<file path="config.mk">
export PLATFORM = sky130hd
export DESIGN_NAME = phe_step
export DESIGN_NICKNAME = d
export VERILOG_FILES = /design/src/hdl/phe_pkg.sv /design/src/hdl/phe_step.sv
export SDC_FILE = /design/constraint.sdc
export NUM_CORES = 2
export LEC_CHECK = 0
export ABC_AREA = 1
export BUFFER_PORTS_ARGS = -buffer_cell sky130_fd_sc_hd__clkbuf_2
export CELL_PAD_IN_SITES_DETAIL_PLACEMENT = 1
export CELL_PAD_IN_SITES_GLOBAL_PLACEMENT = 2
export CORE_AREA = 5 5 353 355
export DETAILED_ROUTE_END_ITERATION = 10
export DIE_AREA = 0 0 358 360
export GPL_ROUTABILITY_DRIVEN = 0
export PLACE_DENSITY = 0.91
export REMOVE_ABC_BUFFERS = 1
export SYNTH_ARGS = -nofsm -noshare
export SYNTH_HDL_FRONTEND = slang
export SYNTH_SLANG_ARGS = --single-unit
</file>
<file path="constraint.sdc">
create_clock -name clk -period 9.51 [get_ports clk]
set_input_delay 0.4755 -clock clk [delete_from_list [all_inputs] [get_ports clk]]
set_output_delay 0.4755 -clock clk [all_outputs]
set_load 0.02 [all_outputs]
</file>
<file path="src/hdl/phe_pkg.sv">
package phe_pkg;

  localparam int NUM_COEFFS = 8;
  localparam int STEP_COUNT = NUM_COEFFS - 1;
  localparam int REG_COUNT  = 8;
  localparam int REG_IDX_W  = $clog2(REG_COUNT);
  localparam int ADDR_W     = REG_IDX_W + 2;
  localparam int DATA_W     = 32;
  localparam int FRAC_W     = 16;
  localparam int PROD_W     = 2 * DATA_W;
  localparam int RND_W      = PROD_W - FRAC_W;
  localparam int SUM_W      = RND_W + 1;

  typedef struct packed {
    logic signed [DATA_W-1:0] x;
    logic signed [DATA_W-1:0] acc;
    logic                     ovf;
  } phe_word_t;

endpackage

</file>
<file path="src/hdl/phe_step.sv">
module phe_step
  import phe_pkg::*;
(
  input  logic                     clk,
  input  logic                     rst,
  input  logic signed [DATA_W-1:0] coef,
  input  logic                     in_valid,
  output logic                     in_ready,
  input  phe_word_t                in_word,
  output logic                     out_valid,
  input  logic                     out_ready,
  output phe_word_t                out_word
);

  // multiply stage
  logic                     m_valid;
  logic signed [PROD_W-1:0] m_prod;
  logic signed [DATA_W-1:0] m_x;
  logic                     m_ovf;
  logic                     m_ready;

  // round, add and saturate stage
  logic                     a_valid;
  phe_word_t                a_word;
  logic                     a_ready;

  logic signed [PROD_W-1:0] prod;
  logic signed [PROD_W-1:0] biased;
  logic signed [RND_W-1:0]  rounded;
  logic signed [SUM_W-1:0]  sum;
  logic                     clamp;
  logic signed [DATA_W-1:0] sat;

  assign a_ready  = !a_valid || out_ready;
  assign m_ready  = !m_valid || a_ready;
  assign in_ready = m_ready;

  assign prod = in_word.acc * in_word.x;

  // floor of (p + half) / 2^16 is round to nearest, ties up
  assign biased  = m_prod + PROD_W'(1 << (FRAC_W - 1));
  assign rounded = biased[PROD_W-1:FRAC_W];
  assign sum     = {rounded[RND_W-1], rounded} + {{(SUM_W - DATA_W){coef[DATA_W-1]}}, coef};
  assign clamp   = sum[SUM_W-1:DATA_W-1] != {(SUM_W - DATA_W + 1){sum[SUM_W-1]}};

  always_comb begin
    if (!clamp) begin
      sat = sum[DATA_W-1:0];
    end else if (sum[SUM_W-1]) begin
      sat = {1'b1, {(DATA_W - 1){1'b0}}};
    end else begin
      sat = {1'b0, {(DATA_W - 1){1'b1}}};
    end
  end

  always_ff @(posedge clk) begin
    if (rst) begin
      m_valid <= 1'b0;
    end else if (m_ready) begin
      m_valid <= in_valid;
    end
  end

  always_ff @(posedge clk) begin
    if (m_ready && in_valid) begin
      m_prod <= prod;
      m_x    <= in_word.x;
      m_ovf  <= in_word.ovf;
    end
  end

  always_ff @(posedge clk) begin
    if (rst) begin
      a_valid <= 1'b0;
    end else if (a_ready) begin
      a_valid <= m_valid;
    end
  end

  always_ff @(posedge clk) begin
    if (a_ready && m_valid) begin
      a_word.x   <= m_x;
      a_word.acc <= sat;
      a_word.ovf <= m_ovf || clamp;
    end
  end

  assign out_valid = a_valid;
  assign out_word  = a_word;

endmodule

</file>
==> metrics.yaml <==
cts_hold_buffers: 0
cts_max_level: 4
synth-adder-area-share: 0.511
grt_pass1_wl_um: 254000
critical_path_class: "primary input to flop"
cts.reportedPaths.clkPinSlew_ps: 80
yosys.area_share.simple: 0.173
ys_seq_area_frac: 0.0929
hp-class: "primary input to flop"
wl_um: 160000
area_delta_synth_final_pct: 6.68
numCtsBuffers: 17
ys.warnings.count: 0
synth_top_family_by_area: "adder cells"
synthDistinctLibCells: 44
io_buffers: 167
setup_viol: 0
hold-worst-slack_ps: 203
skew_ps: 19.2
firstDrtPassIters: 6
fin_util: 0.423
max_freq_ghz: 0.118
tightestPinTransition_ps: 1070
cts_root_buf: "clkbuf_16"
ioPinCount: 168
start_util: 0.396
synth-compound-area-share: 0.0314
cp_common_cell: "fa_1"
status: "completed"
drc: 0
coreArea_sq_um: 121000
cts_resized: 0
die_area_sq_um: 129000
syn_avg_cell_area_sq_um: 7.90
ys_async_sr_fraction: 0
die_w_um: 358
cap_violations: 0
hp-start: "rst"
cp-startpoint: "in_word[41]"
relSlewSlack: 0.289
drtAntennaViolNets: 0
die-height_um: 360
drv_slew: 0
dp_slack_ps: 636
post-route-min-period_ps: 8470
vias: 38300
slowest_stage: "o21ai_0"
r2r_start: "m_prod[15]$_DFFE_PP_"
timing.final.crit_share: 0.890
fin_nets: 7540
wl_per_cell_um: 20.6
rows: 128
vias_per_cell: 4.93
required_ps: 9750
antenna_found_initial: 2
setup_tns_ps: 0
syn_area_sq_um: 48000
worst_setup_path_start_kind: "primary input"
setup_ws_ps: 1040
grt_max_degree: 66
worst_setup_path_end_kind: "flop"
ys_ff_latch: 149
clk_latency_ps: 470
dpl.hpwl_um: 139000
synthMuxAreaShare: 0
clock_path_buffers: 2
cts_tree: "yes"
cp_max_fo: 24
synth-xor-area-share: 0.0237
grt_util_all_layers: 0.254
final_hold_viol_count: 0
drive_above_1_share: 0.0519
grt-ovfl-total: 0
synthCells: 6074
synthFlopType: "edfxtp_1"
critPathArrivalTime_ps: 8710
synth_edf_count: 147
grt_pass1_vias: 44200
cpPeakStageDelay_ps: 730
post_cts_buffers: 0
clock-sinks: 149
rsz0062_at_grt: "no"
drt-initial-drc-count: 2042
[worst paths after layout]
check | end | slack, ps | depth (start not counted)
worst max-delay path | m_prod[51]$_DFFE_PP_ | 1040 | 26
worst min-delay path | m_valid$_SDFFE_PP0N_ | 200 | 2
worst min register to register | out_word[36]$_DFFE_PP_ | 420 | 0
worst max register to register | out_word[15]$_DFFE_PP_ | 3250 | 32
[state kept, by name, indices dropped and copies added (netlist names)]
signal / flops
m_ovf: 1
m_prod: 49
m_valid: 1
m_x: 32
out_valid: 1
out_word: 65
[synth_stat cells (9+ instances only)]
cell / count / area share
a21oi_1: 148 / 0.015
a31oi_1: 17 / 0.0022
clkbuf_1: 190 / 0.015
edfxtp_1: 147 / 0.092
fa_1: 1082 / 0.45
ha_1: 229 / 0.060
inv_1: 1925 / 0.15
nand2_1: 1618 / 0.13
nand2_2: 9 / 0.0012
nand3_1: 112 / 0.012
nand4_1: 33 / 0.0043
nor2_1: 215 / 0.017
nor2_2: 9 / 0.0012
nor3_1: 37 / 0.0039
nor4_1: 13 / 0.0017
o21ai_0: 58 / 0.0061
o21bai_1: 14 / 0.0022
or2_2: 11 / 0.0014
xnor2_1: 36 / 0.0066
xor2_1: 94 / 0.017
[layer usage]
| layer | GRT usage | part of all wire | vias to the layer above |
|---|---|---|---|
| met3 | 0.0225 | 0.039 | 207 |
| met4 | 0.0612 | 0.027 | 0 |
| met1 | 0.325 | 0.42 | 20000 |
| li1 | - | - | 17200 |
| met5 | 0 | 0 | - |
| met2 | 0.464 | 0.52 | 876 |
[final cells by class]
type	count	area, sq um
tap	1625	2030
clock inverter	15	176
inverter	1933	7260
multi-input combinational	3791	35500
timing repair buffer	236	1350
fill	15000	69900
clock buffer	17	425
antenna	1	2.50
sequential	149	4450
[stage by stage]
stage / instance area [sq um] / instances
after floorplan: 47200 / 5873
after global placement: 50600 / 7734
after detailed placement: 50600 / 7734
after CTS: 51200 / 7766
after global routing: 51200 / 7766
final: 51200 / 7767
[cell usage in the layout (no fill, tap or decap), drive strengths merged, types with 5 or more instances in the layout]
master,Yosys,layout
a21o,5,5
a21oi,148,148
a31oi,17,17
buf,11,69
clkbuf,190,184
clkinv,0,7
edfxtp,147,147
fa,1082,1082
ha,229,229
inv,1933,1941
nand2,1629,1629
nand3,114,114
nand3b,7,7
nand4,33,33
nor2,228,228
nor3,39,39
nor4,13,13
o21a,8,8
o21ai,59,59
o21bai,14,14
or2,11,11
xnor2,36,36
xor2,94,94
[worst max-delay path: cells and delay by family]
family                   cells  cell delay (ps)
AO/OA/AOI/OAI                1              730
XOR/XNOR                     1              330
adder cells (fa/ha/maj)      9             4800
buffers and inverters        7             1240
AND/OR/NAND/NOR              8             1070
[cells by family (layout without fill, tap and decap cells)]
family | Yosys count | in the layout
and+or+nand+nor | 2079 | 2079
other | 0 | 1
buffers and inverters | 2134 | 2201
DFF | 149 | 149
xor gates and xnor gates | 130 | 130
adders and majority gates | 1311 | 1311
AOI/OAI and AO/OA | 271 | 271
Power is not shown: default switching activity piles up to over one toggle a cycle in this logic, so the estimate is an artifact.
